## src/rtl/tlsb_pkg.sv

```systemverilog
// ----------------------------------------------------------------------------
// tlsb_pkg
// Types, codes and constants shared by the three-LED status blinker.
// ----------------------------------------------------------------------------
package tlsb_pkg;

  localparam int NUM_CH   = 3;
  localparam int TICK_MS  = 5;

  // Field widths of the item and result beats.
  localparam int DUR_W    = 19;
  localparam int PERIOD_W = 16;
  localparam int DUTY_W   = 9;
  localparam int COUNT_W  = 16;
  localparam int REM_W    = 16;

  // Tick length as a narrow constant, and the scaled phase width.
  localparam int TICK_W   = $clog2(TICK_MS + 1);
  localparam logic [TICK_W-1:0] TICK_VAL = TICK_W'(TICK_MS);
  localparam int SCALED_W = COUNT_W + TICK_W;

  // On-time limit is period times duty, held per channel.
  localparam int LIMIT_W  = PERIOD_W + DUTY_W;
  localparam int CMP_W    = SCALED_W + 8;

  // Division of the duration by the tick length uses a rounded-up reciprocal.
  localparam int RECIP_SHIFT = 30;
  localparam int RECIP_W     = RECIP_SHIFT + 1;
  localparam logic [RECIP_W-1:0] RECIP =
    RECIP_W'(((64'd1 << RECIP_SHIFT) + 64'(TICK_MS) - 64'd1) / 64'(TICK_MS));
  localparam int QUOT_W      = DUR_W + RECIP_W - RECIP_SHIFT;

  // Item operations.
  localparam logic OP_TICK = 1'b0;
  localparam logic OP_LOAD = 1'b1;

  // Blink modes.
  localparam logic [2:0] MODE_ALL   = 3'd0;
  localparam logic [2:0] MODE_ACCEL = 3'd1;
  localparam logic [2:0] MODE_MAG   = 3'd2;
  localparam logic [2:0] MODE_DARK  = 3'd3;

  typedef struct packed {
    logic                op;
    logic [1:0]          channel;
    logic [DUR_W-1:0]    duration_ms;
    logic [PERIOD_W-1:0] period_ms;
    logic [DUTY_W-1:0]   duty_q8;
    logic [COUNT_W-1:0]  start_count;
    logic                endless;
    logic [2:0]          blink_mode;
    logic [2:0]          accel_face;
    logic [1:0]          mag_step;
  } item_t;

  typedef struct packed {
    logic led0_level;
    logic led1_level;
    logic led2_level;
  } result_t;

  // Channels picked on an accelerometer calibration face.
  function automatic logic [NUM_CH-1:0] face_mask(input logic [2:0] face);
    logic [NUM_CH-1:0] m;
    case (face)
      3'd0:    m = 3'b001;
      3'd1:    m = 3'b010;
      3'd2:    m = 3'b011;
      3'd3:    m = 3'b100;
      3'd4:    m = 3'b101;
      3'd5:    m = 3'b110;
      default: m = 3'b111;
    endcase
    return m;
  endfunction

  // Channels picked on a magnetometer calibration step.
  function automatic logic [NUM_CH-1:0] step_mask(input logic [1:0] step);
    logic [NUM_CH-1:0] m;
    case (step)
      2'd0:    m = 3'b001;
      2'd1:    m = 3'b010;
      2'd2:    m = 3'b100;
      default: m = 3'b111;
    endcase
    return m;
  endfunction

endpackage

```

## src/rtl/three_led_status_blinker_unit.sv

```systemverilog
// ----------------------------------------------------------------------------
// three_led_status_blinker_unit
// Three active-low status LEDs with per-channel duration, period and duty.
// ----------------------------------------------------------------------------
// An accepted item is held in the input register and then in the result register.
// Throughput: one item per cycle while result beats are taken; the input register
// and the result register let a new item enter while a finished result waits to be taken.
// Reset clears all channel settings and counters and sets every channel's pin level dark.
module three_led_status_blinker_unit (
  input  logic              clk,
  input  logic              rst,
  input  logic              item_valid,
  output logic              item_ready,
  input  tlsb_pkg::item_t   item,
  output logic              result_valid,
  input  logic              result_ready,
  output tlsb_pkg::result_t result
);
  import tlsb_pkg::*;

  // Input register.
  logic  a_valid;
  item_t a_item;
  logic  advance;

  // Channel state.
  logic [REM_W-1:0]    rem        [NUM_CH];
  logic [PERIOD_W-1:0] period     [NUM_CH];
  logic [LIMIT_W-1:0]  on_limit   [NUM_CH];
  logic [COUNT_W-1:0]  phase      [NUM_CH];
  logic [NUM_CH-1:0]   endless_st;
  logic [NUM_CH-1:0]   pin_level;

  logic [REM_W-1:0]    rem_next   [NUM_CH];
  logic [PERIOD_W-1:0] period_next[NUM_CH];
  logic [LIMIT_W-1:0]  on_limit_next[NUM_CH];
  logic [COUNT_W-1:0]  phase_next [NUM_CH];
  logic [NUM_CH-1:0]   endless_st_next;
  logic [NUM_CH-1:0]   pin_level_next;

  // Per-channel tick candidates.
  logic [REM_W-1:0]    rem_dec    [NUM_CH];
  logic [COUNT_W-1:0]  phase_adv  [NUM_CH];
  logic [NUM_CH-1:0]   pin_adv;

  // Load-side arithmetic.
  logic [DUR_W+RECIP_W-1:0] dur_prod;
  logic [QUOT_W-1:0]        dur_quot;
  logic [REM_W-1:0]         load_ticks;
  logic [LIMIT_W-1:0]       load_limit;

  logic [NUM_CH-1:0] tick_mask;

  assign advance    = a_valid && (!result_valid || result_ready);
  assign item_ready = !a_valid || advance;

  always_ff @(posedge clk) begin
    if (rst) begin
      a_valid <= 1'b0;
    end else if (item_ready) begin
      a_valid <= item_valid;
    end
    if (item_ready && item_valid) begin
      a_item <= item;
    end
  end

  // Duration over tick length by reciprocal multiply, saturated to 16 bits.
  assign dur_prod   = (DUR_W+RECIP_W)'(a_item.duration_ms) * (DUR_W+RECIP_W)'(RECIP);
  assign dur_quot   = dur_prod[DUR_W+RECIP_W-1:RECIP_SHIFT];
  assign load_ticks = (dur_quot > QUOT_W'({REM_W{1'b1}})) ? {REM_W{1'b1}}
                                                          : dur_quot[REM_W-1:0];
  assign load_limit = LIMIT_W'(a_item.period_ms) * LIMIT_W'(a_item.duty_q8);

  for (genvar g = 0; g < NUM_CH; g++) begin : g_lane
    logic                run;
    logic [COUNT_W-1:0]  cnt_inc;
    logic [SCALED_W-1:0] scaled_inc;
    logic                wrap;
    logic [SCALED_W-1:0] scaled_new;
    logic                lit;

    assign rem_dec[g]  = (rem[g] != '0) ? rem[g] - REM_W'(1) : rem[g];
    assign run         = (rem_dec[g] != '0) || endless_st[g];
    assign cnt_inc     = phase[g] + COUNT_W'(1);
    assign scaled_inc  = SCALED_W'(cnt_inc) * SCALED_W'(TICK_VAL);
    assign wrap        = scaled_inc >= SCALED_W'(period[g]);
    assign scaled_new  = wrap ? '0 : scaled_inc;
    assign lit         = {scaled_new, 8'd0} <= CMP_W'(on_limit[g]);
    assign phase_adv[g] = !run ? phase[g] : (wrap ? '0 : cnt_inc);
    // A channel whose time has just run out keeps its level; one already at
    // zero goes dark.
    assign pin_adv[g]  = run ? !lit : ((rem[g] == '0) ? 1'b1 : pin_level[g]);
  end

  always_comb begin
    case (a_item.blink_mode)
      MODE_ALL:   tick_mask = '1;
      MODE_ACCEL: tick_mask = face_mask(a_item.accel_face);
      MODE_MAG:   tick_mask = step_mask(a_item.mag_step);
      default:    tick_mask = '0;
    endcase
  end

  always_comb begin
    rem_next        = rem;
    period_next     = period;
    on_limit_next   = on_limit;
    phase_next      = phase;
    endless_st_next = endless_st;
    pin_level_next  = pin_level;
    if (advance) begin
      if (a_item.op == OP_LOAD) begin
        for (int c = 0; c < NUM_CH; c++) begin
          if (a_item.channel == 2'(c)) begin
            rem_next[c]        = load_ticks;
            period_next[c]     = a_item.period_ms;
            on_limit_next[c]   = load_limit;
            phase_next[c]      = a_item.start_count;
            endless_st_next[c] = a_item.endless;
          end
        end
      end else if (a_item.blink_mode == MODE_DARK) begin
        pin_level_next = '1;
      end else if (a_item.blink_mode == MODE_ALL || a_item.blink_mode == MODE_ACCEL ||
                   a_item.blink_mode == MODE_MAG) begin
        for (int c = 0; c < NUM_CH; c++) begin
          if (tick_mask[c]) begin
            rem_next[c]       = rem_dec[c];
            phase_next[c]     = phase_adv[c];
            pin_level_next[c] = pin_adv[c];
          end else begin
            pin_level_next[c] = 1'b1;
          end
        end
      end
    end
  end

  always_ff @(posedge clk) begin
    if (rst) begin
      for (int c = 0; c < NUM_CH; c++) begin
        rem[c]      <= '0;
        period[c]   <= '0;
        on_limit[c] <= '0;
        phase[c]    <= '0;
      end
      endless_st <= '0;
      pin_level  <= '1;
    end else begin
      rem        <= rem_next;
      period     <= period_next;
      on_limit   <= on_limit_next;
      phase      <= phase_next;
      endless_st <= endless_st_next;
      pin_level  <= pin_level_next;
    end
  end

  // Result register.
  always_ff @(posedge clk) begin
    if (rst) begin
      result_valid <= 1'b0;
    end else if (advance) begin
      result_valid <= 1'b1;
    end else if (result_ready) begin
      result_valid <= 1'b0;
    end
    if (advance) begin
      result.led0_level <= pin_level_next[0];
      result.led1_level <= pin_level_next[1];
      result.led2_level <= pin_level_next[2];
    end
  end

`ifndef SYNTHESIS
  a_advance_gives_result: assert property (@(posedge clk) disable iff (rst)
    advance |=> result_valid)
    else $error("accepted item did not produce a result beat");

  a_dark_mode: assert property (@(posedge clk) disable iff (rst)
    advance && a_item.op == OP_TICK && a_item.blink_mode == MODE_DARK |=>
      result.led0_level && result.led1_level && result.led2_level)
    else $error("all-dark mode left an LED lit");

  a_load_holds_levels: assert property (@(posedge clk) disable iff (rst)
    advance && a_item.op == OP_LOAD |=>
      result.led0_level == $past(pin_level[0]) &&
      result.led1_level == $past(pin_level[1]) &&
      result.led2_level == $past(pin_level[2]))
    else $error("load item changed the LED levels");

  a_rem_only_falls: assert property (@(posedge clk) disable iff (rst)
    !(advance && a_item.op == OP_LOAD) |=>
      rem[0] <= $past(rem[0]) && rem[1] <= $past(rem[1]) && rem[2] <= $past(rem[2]))
    else $error("remaining time rose without a load");
`endif

endmodule

```

## config.mk

```make
export PLATFORM = sky130hd
export DESIGN_NAME = three_led_status_blinker_unit
export DESIGN_NICKNAME = d
export VERILOG_FILES = /design/src/rtl/tlsb_pkg.sv /design/src/rtl/three_led_status_blinker_unit.sv
export SDC_FILE = /design/constraint.sdc
export NUM_CORES = 1
export LEC_CHECK = 0
export ABC_CLOCK_PERIOD_IN_PS = 11300
export BUFFER_PORTS_ARGS = -buffer_cell sky130_fd_sc_hd__buf_2
export CORE_ASPECT_RATIO = 0.6
export CORE_MARGIN = 10
export CORE_UTILIZATION = 65
export DETAILED_ROUTE_END_ITERATION = 8
export PLACE_DENSITY = 0.83
export SETUP_SLACK_MARGIN = 0.15
export SLEW_MARGIN = 20
export SYNTH_ARGS = -nofsm -noshare
export SYNTH_HDL_FRONTEND = slang
export SYNTH_SLANG_ARGS = --single-unit
```

## constraint.sdc

```tcl
create_clock -name clk -period 11.3 [get_ports clk]
set_clock_uncertainty 0.1 [all_clocks]
set_input_delay 1.13 -clock clk [delete_from_list [all_inputs] [get_ports clk]]
set_output_delay 1.13 -clock clk [all_outputs]
set_load 0.01 [all_outputs]
```

**Word-level counts from Yosys, hierarchy flattened**

Index checks and enable logic that the tools add are counted.

- Add/sub/neg operators: 6
- $mul: 5
- Order comparisons: 7
- Equal/unequal tests: 16
- Multiplexer cells: 49
- Reductions and logical operators: 44

Operator list:

| operator | count |
|---|---|
| 16-bit 2-to-1 mux | 22 |
| 48-bit 2-to-1 mux | 6 |
| 16-bit nonzero test | 6 |
| 27-bit by 25-bit less-or-equal comparator with 1-bit output | 3 |
| 19-bit by 16-bit >= comparator with 1-bit output | 3 |
| 16-bit by 3-bit multiplier with 19-bit output, second input constant | 3 |
| 19-bit 2-to-1 mux | 3 |
| 16-bit by 1-bit adder with 16-bit output, second input constant | 3 |
| 16-bit logical NOT | 3 |
| 16-bit by 1-bit subtractor with 16-bit output, second input constant | 3 |
| 19-bit by 28-bit multiplier with 47-bit output, second input constant | 1 |
| 16-bit by 9-bit multiplier with 25-bit output | 1 |
| 3-bit case mux with 3 select lines | 2 |
| 3-bit case mux with 6 select lines | 1 |
| 6-bit AND reduction | 3 |
| 17-bit by 16-bit greater-than comparator with 1-bit output, second input constant | 1 |
| 2-bit nonzero test | 8 |
| 5-bit AND reduction | 3 |
| 3-bit by 2-bit equality test with 1-bit output, second input constant | 4 |
| 3-bit 2-to-1 mux | 4 |
| 1-bit 2-to-1 mux | 11 |
| 3-bit AND reduction | 3 |
| 1-bit logical OR | 7 |
| 3-bit by 1-bit equality test with 1-bit output, second input constant | 2 |
| other kinds (9) | 21 |

- Flip-flop bits (word level): 302
- Bits of input ports: 76
- Output and inout port bits: 5

**Depth between registers and ports, before layout**

Gate-level depths: netlist of run 1.

- Word-level depth: 12
- Mapped depth: 35
- Depth with buffers taken out: 34

**Worst setup path after synthesis of run 1**

Ideal clock, no wire load.

- Kind: reg-to-reg
- From: reg phase[0] (netlist bit)
- To: reg pin_level[2]
- Library setup time: 0.123 ns
- Data arrival time: 6.871 ns
- Data required time: 11.077 ns
- Setup slack: 4.206 ns
- Cell stages (with the launch flop): 30
- Period minus slack after synthesis: 7.094 ns
- Cells stage by stage: dfxtp_1 ha_1 nand3_1 nor2_1 xor2_1 ha_1 ha_1 or3_1 o221a_2 o41ai_1 o21bai_1 a21oi_1 xnor2_1 ha_1 and4_1 nand3_1 nor3_1 or4_1 a211o_1 or2_2 clkbuf_1 nor2b_1 ha_1 nand4_1 or2_2 or4_1 o22ai_1 a31oi_1 o32a_1 or2_2

- Cells in the longest elaborated chain, start to end: 12

Ends and longest elaborated chain:

| element | line | source |
|---|---|---|
| from (decl) | three_led_status_blinker_unit.sv:30 | `logic [COUNT_W-1:0] phase [NUM_CH];` |
| from (signal assigned) | three_led_status_blinker_unit.sv:154 | `phase <= phase_next;` |
| 16-bit by 1-bit adder with 16-bit output (*) | three_led_status_blinker_unit.sv:85 | `assign cnt_inc = phase[g] + COUNT_W'(1);` |
| 16-bit by 3-bit multiplier with 19-bit output (*) | three_led_status_blinker_unit.sv:86 | `assign scaled_inc = SCALED_W'(cnt_inc) * SCALED_W'(TICK_VAL);` |
| 19-bit by 16-bit >= comparator with 1-bit output | three_led_status_blinker_unit.sv:87 | `assign wrap = scaled_inc >= SCALED_W'(period[g]);` |
| 19-bit 2-to-1 mux (*) | three_led_status_blinker_unit.sv:88 | `assign scaled_new = wrap ? '0 : scaled_inc;` |
| 27-bit by 25-bit less-or-equal comparator with 1-bit output (*) | three_led_status_blinker_unit.sv:89 | `assign lit = {scaled_new, 8'd0} <= CMP_W'(on_limit[g]);` |
| 1-bit logical NOT (*) | three_led_status_blinker_unit.sv:93 | `assign pin_adv[g] = run ? !lit : ((rem[g] == '0) ? 1'b1 : pin_level[g]);` |
| 1-bit 2-to-1 mux (*) | three_led_status_blinker_unit.sv:93 |  |
| 1-bit 2-to-1 mux (*) | three_led_status_blinker_unit.sv:128 | `if (tick_mask[c]) begin` |
| 3-bit 2-to-1 mux (*) | three_led_status_blinker_unit.sv:125 | `end else if (a_item.blink_mode == MODE_ALL \|\| a_item.blink_mode == MODE_ACCEL \|\|` |
| 3-bit 2-to-1 mux (*) | three_led_status_blinker_unit.sv:123 | `end else if (a_item.blink_mode == MODE_DARK) begin` |
| 3-bit 2-to-1 mux (*) | three_led_status_blinker_unit.sv:113 | `if (a_item.op == OP_LOAD) begin` |
| 3-bit 2-to-1 mux (*) | three_led_status_blinker_unit.sv:112 | `if (advance) begin` |
| via pin_level_next[2] | three_led_status_blinker_unit.sv:39 | `logic [NUM_CH-1:0] pin_level_next;` |
| to (signal assigned) | three_led_status_blinker_unit.sv:156 | `pin_level <= pin_level_next;` |
| to (decl) | three_led_status_blinker_unit.sv:32 | `logic [NUM_CH-1:0] pin_level;` |

Mark *: on every way through the listed nets, which the timed path passes. The rest lies on a longest branch.
A chain may end at the register's enable or synchronous reset.

**Final worst setup path of run 1**

- From: reg phase[16] (netlist bit)
- To: reg pin_level[1]

The elaborated chain is that of the path after synthesis.

==> impl_metrics.ini, run 1 <==
[finish]
num_antenna_cells = 0
final_net_count = 4036
syn2layout_area_growth_pct = 6.08
layout.cells.non_filler = 3982
drive_above_1_share_pct = 6.02
nFillCells = 3400

[yosys]
avgSynthCellArea_sq_um = 8.53
syn_inst = 3384
synth_area_sq_um = 28900
ys_ff_latch = 302
synthFlopType = dfxtp_1
seq_area_frac_synth_pct = 23.6
synth_edf_count = 75
async_flop_share_pct = 0
ys_types = 94
yosys_warnings = 0

[cts]
insertion_delay_ns = 0.59
cts.clk_slew.worst_paths_ns = 0.07
htree_levels = 1
tritoncts.num_buffers = 30
cts_resized = 0
root_buffer = clkbuf_16
cts-hold-fix-buffers = 0
cts_buffer_depth = 3
post_cts_buffers = 0
cts_tree = done
cts_sinks = 302

[sta]
worst_slew_margin_rel_pct = 23.1
fin_crit_sh_pct = 70.9
grt_setup_unrepaired = no
setup_viol = 0
fmax_ghz = 0.125
final-hold-violation-count = 0
drv_slew = 0
worst_pin_slew_ns = 1.14
setup_ws_ns = 3.28
period_needed_ns = 8.02
fin_tns_setup_ns = 0

[global_routing]
grt_pass1_wl_microns = 136000
antenna_found_initial = 4
grt_max_degree = 84
grt_pass1_vias = 24400
overflow = 0
grt.total_usage_pct = 31.8

[route]
vias = 25500
antenna_left = 0
viasPerCell = 6.40
dr.pass1.iters = 6
route.detailed.drc = 0
routedWlPerCell_microns = 21.9
dr.first_iter.drc_count = 3175
wirelength_microns = 87200

[power]
swShare_pct = 53.0
seqPwrFrac_pct = 16.1
p_switching_mw = 4.14
leakage_nw = 13.7
powerDensity_nw_per_um2 = 255
max-vdd-ir-drop_uv = 333
combinationalPowerShare_pct = 70.5
p_int_mw = 3.67
clkPwrFrac_pct = 13.4

[worst_setup_path]
cp_common_cell = ha_1
start_kind = flop
slowest_delay_ns = 0.82
crit_family = compound AO/OA/AOI/OAI gates
crit_arrival_ns = 8.40
crit_required_ns = 11.68
worstSetupPathType = flop to flop
worstPathMaxFanout = 12
endpoint_kind = flop
cp_slowest_cell = a2111oi_0
cp_num_buf_inv = 0

[die]
start_util_pct = 66.1
chipWidth_microns = 292
num_io_pins = 81
die_h_microns = 183
num_rows = 59
dieArea_sq_um = 53500
core_sq_um = 43600

[flow_run]
drv_cap = 0

[run_status]
outcome = finished, final reports clean

[worst_hold_path]
min_path_type = flop to flop

[placed_design]
post-place-ws_ns = 3.51
place.gp.congestion = 1.03
dp_hpwl_microns = 69200
port_buffers = 80
placed_cells = 3924
-- Yosys cell counts (all sizes together) (75+ instances only) --
cell / number / area share [%]
nand2: 434 / 5.6
nor2: 188 / 2.5
ha: 369 / 16
fa: 212 / 15
dfxtp: 227 / 16
nand3: 75 / 1.3
xnor2: 83 / 2.5
edfxtp: 75 / 7.8
and2: 82 / 1.8
clkbuf: 123 / 1.6
o21ai: 138 / 2.4
inv: 428 / 5.6
a21oi: 245 / 4.3
-- power by group through the flow --
stage / registers (mW) / logic (mW) / clock network (mW)
6_report: 1.26 / 5.51 / 1.05
5_1_grt: 1.27 / 5.94 / 1.09
4_1_cts: 1.25 / 5.29 / 1.05
3_5_place_dp: 1.28 / 5.23 / 0
3_3_place_gp: 1.27 / 5.09 / 0
2_1_floorplan: 1.23 / 3.70 / 0
-- path summary, 6_finish.rpt --
path                       end   startpoint  depth (start not counted)  slack [ns]
hold reg to reg    on_limit[7]  on_limit[7]                          2        0.35
setup / recovery  pin_level[1]    phase[16]                         27        3.28
setup reg to reg  pin_level[1]    phase[16]                         27        3.28
hold / removal     on_limit[7]  on_limit[7]                          2        0.35
-- cell type report --
class | count | area, sq um | area share, %
Multi-Input combinational cell | 2518 | 19900 | 65.1
Sequential cell | 302 | 6800 | 22.2
Inverter | 429 | 1610 | 5.26
Clock buffer | 38 | 822 | 2.69
Tap cell | 579 | 724 | 2.37
Timing Repair Buffer | 98 | 567 | 1.85
Clock inverter | 18 | 165 | 0.540
-- kinds of logic (layout without fill, tap and decap cells) --
group                    Yosys count  in the layout  synth area share (%)
AO/OA/AOI/OAI                    714            714                  15.9
XOR/XNOR                         124            124                  3.76
adder cells (fa/ha/maj)          581            581                  30.7
buffers and inverters            566            583                  7.52
flip-flops                       302            302                  23.6
multiplexers                       5              5                 0.186
other                              1              3                0.0130
AND/OR/NAND/NOR                 1091           1091                  18.3
-- routing by layer --
metal  up-vias  GRT usage, %  part of all wire [%]  routed length, microns
met2      1463          43.8                    39                   34400
li1      11600             -                     -                       -
met5         -             0                 0.031                      27
met1     12300          47.9                    44                   38500
met3       118          10.8                    15                   13000
met4         4          5.06                   1.4                    1230
-- tightest hold or removal path: cells and delay by family, from the launching register on --
kind               cells  cell delay, ns
AOI/OAI and AO/OA      1            0.05
DFF                    1            0.31
and+or+nand+nor        1            0.05
-- through the flow --
step	utilization (%)	instance area, sq um	hold WS (ns)	total power, mW
2_1_floorplan	-	28900	0.331	4.94
3_3_place_gp	67.8	29600	0.339	6.37
3_5_place_dp	67.8	29600	0.345	6.51
4_1_cts	70.0	30600	0.354	7.59
5_1_grt	70.2	30600	0.374	8.30
6_report	70.2	30600	0.354	7.82
-- layout by cell type, fill, tap and decap left out, drive strengths merged, types with 14 or more instances in the layout --
| master | synthesis | layout |
|---|---|---|
| or4 | 14 | 14 |
| nand2 | 434 | 434 |
| nor2b | 41 | 41 |
| a21oi | 245 | 245 |
| ha | 369 | 369 |
| o31ai | 15 | 15 |
| o211ai | 15 | 15 |
| or3 | 23 | 23 |
| buf | 14 | 98 |
| fa | 212 | 212 |
| dfxtp | 227 | 227 |
| a31oi | 44 | 44 |
| nor2 | 188 | 188 |
| edfxtp | 75 | 75 |
| nand3 | 75 | 75 |
| nand2b | 29 | 29 |
| and3 | 20 | 20 |
| inv | 428 | 434 |
| o21ai | 138 | 138 |
| xnor2 | 83 | 83 |
| xor2 | 41 | 41 |
| o21a | 20 | 20 |
| a21o | 44 | 44 |
| clkbuf | 123 | 38 |
| and2 | 82 | 82 |
| nand4 | 37 | 37 |
| or2 | 16 | 16 |
| a211oi | 27 | 27 |
| nor3 | 69 | 69 |
| nor4 | 19 | 19 |
| a21boi | 19 | 19 |
| o32ai | 16 | 16 |
-- state kept, by name, indices dropped and copies added, names as in the netlist --
register      flops
pin_level         3
a_item           72
on_limit         75
result_valid      1
result            3
rem              48
a_valid           1
phase            48
endless_st        3
period           48
Power figures use the tool's default switching activity.
==> inputs of run 2 (changes only) <==
--- a/config.mk
+++ b/config.mk
@@ -5,13 +5,13 @@
 export SDC_FILE = /design/constraint.sdc
 export NUM_CORES = 1
 export LEC_CHECK = 0
-export ABC_CLOCK_PERIOD_IN_PS = 11300
+export ABC_CLOCK_PERIOD_IN_PS = 6800
 export BUFFER_PORTS_ARGS = -buffer_cell sky130_fd_sc_hd__buf_2
 export CORE_ASPECT_RATIO = 0.6
 export CORE_MARGIN = 10
-export CORE_UTILIZATION = 65
+export CORE_UTILIZATION = 59
 export DETAILED_ROUTE_END_ITERATION = 8
-export PLACE_DENSITY = 0.83
+export PLACE_DENSITY = 0.79
 export SETUP_SLACK_MARGIN = 0.15
 export SLEW_MARGIN = 20
 export SYNTH_ARGS = -nofsm -noshare
==> constraint.sdc (replaced) <==
create_clock -name clk -period 6.8 [get_ports clk]
set_clock_uncertainty 0.1 [all_clocks]
set_input_delay 0.68 -clock clk [delete_from_list [all_inputs] [get_ports clk]]
set_output_delay 0.68 -clock clk [all_outputs]
set_load 0.01 [all_outputs]
==> impl_metrics.ini, run 2 (synthesized netlist as in run 1, its figures left out) <==
[run_status]
outcome = finished, final reports clean

[worst_setup_path]
cp_slowest_cell = or4_4
endpoint_kind = flop
crit_required_ns = 7.20
crit_arrival_ns = 7.12
cp_common_cell = ha_1
start_kind = flop
slowest_delay_ns = 0.48
worstSetupPathType = flop to flop
reg2reg_depth = 28
worstPathMaxFanout = 6

[finish]
layout_commonest_cell = nand2_1
mostFrequentLayoutCells = nand2_1, inv_1, ha_1, a21oi_1, dfxtp_1
top_regs = on_limit x75, a_item x72
final_net_count = 4185
drive_above_1_share_pct = 14.2
syn2layout_area_growth_pct = 13.8
largest_reg_flops = 75
largest_register = on_limit

[global_routing]
grt.total_usage_pct = 28.3
antenna_found_initial = 2
grt_max_degree = 102
grt_pass1_vias = 23400
overflow = 0
grt_pass1_wl_microns = 132000

[cts]
root_buffer = clkbuf_16
tritoncts.num_buffers = 31
htree_levels = 1
cts.clk_slew.worst_paths_ns = 0.07
insertion_delay_ns = 0.62
cts-hold-fix-buffers = 0
cts_buffer_depth = 3
cts_sinks = 302
cts_tree = done

[power]
leakage_nw = 14.6
p_total_mw = 14.2
max-vdd-ir-drop_uv = 678
powerDensity_nw_per_um2 = 434

[sta]
drv_slew = 0
final-hold-violation-count = 0
period_needed_ns = 6.71
worst_slew_margin_rel_pct = 29.8
fmax_ghz = 0.149
grt_setup_unrepaired = yes
worst_pin_slew_ns = 1.05
setup_ws_ns = 0.0860
setup_viol = 0
fin_tns_setup_ns = 0
fin_crit_sh_pct = 98.7

[route]
route.detailed.drc = 0
wirelength_microns = 87000
dr.first_iter.drc_count = 3041
vias = 25300
routedWlPerCell_microns = 20.7
antenna_left = 0
viasPerCell = 6.03
dr.pass1.iters = 6

[die]
core_sq_um = 48100
die_h_microns = 191
chipWidth_microns = 305
num_io_pins = 81
start_util_pct = 60.0
num_rows = 62
dieArea_sq_um = 58400

[flow_run]
drv_cap = 0

[placed_design]
dp_hpwl_microns = 66700
port_buffers = 80
place.gp.congestion = 1.02
post-place-ws_ns = -0.156

[worst_hold_path]
worstHoldPathCells = 1
min_path_type = input pin to flop
## run 2: cell type report
type / count / area [sq um]
antenna: 1 / 2.50
clock buffer: 40 / 882
clock inverter: 18 / 168
fill: 3782 / 15300
inverter: 429 / 1610
multi-input combinational: 2519 / 20900
sequential: 302 / 6820
tap: 640 / 801
timing repair buffer: 245 / 1670
## run 2: power breakdown
group / total (mW) / switching [mW] / internal (mW)
Combinational: 10.4 / 6.21 / 4.15
Sequential: 2.09 / 0.143 / 1.94
Clock: 1.80 / 0.828 / 0.973
Total: 14.2 / 7.18 / 7.06
## run 2: worst paths after layout
path / start / endpoint / slack [ns]
hold reg to reg: period[40] / period[40] / 0.36
hold / removal: item[70] / a_item[70] / 0.13
setup / recovery: phase[0] / pin_level[2] / 0.09
setup reg to reg: phase[0] / pin_level[2] / 0.09
## run 2: critical path: cells and delay by family (launching register included)
kind | cells | cell delay [ns]
compound gates | 8 | 1.84
flops | 1 | 0.38
simple gates | 13 | 2.93
fa+ha+maj | 5 | 1.10
xor+xnor | 2 | 0.29
## run 2: repair_timing
action / 4_1_cts / 5_1_grt
cloned: 0 / 2
setup endpoints to repair: 33 / 53
pin swaps: 9 / 74
gates resized for setup: 25 / 163
hold endpoints to repair: 0 / 0
setup buffers: 5 / 34
## run 2: routing by layer
metal  wire, microns  track usage [%]  vias to the layer above
met5              38            0.498                        -
met4             848             3.14                        2
met3           12600             11.9                       75
met2           32400             35.7                     1200
met1           41000             44.0                    12100
li1                -                -                    11900
## run 2: per-stage QoR
| stage | instances | cell area [sq um] | hold slack, ns | util, % |
|---|---|---|---|---|
| after floorplan | 3386 | 28900 | 0.331 | - |
| after global placement | 4094 | 30500 | 0.343 | 63.4 |
| after detailed placement | 4094 | 30500 | 0.346 | 63.4 |
| after CTS | 4157 | 31700 | 0.113 | 65.9 |
| after global routing | 4193 | 32800 | 0.117 | 68.2 |
| final | 4194 | 32800 | 0.130 | 68.2 |
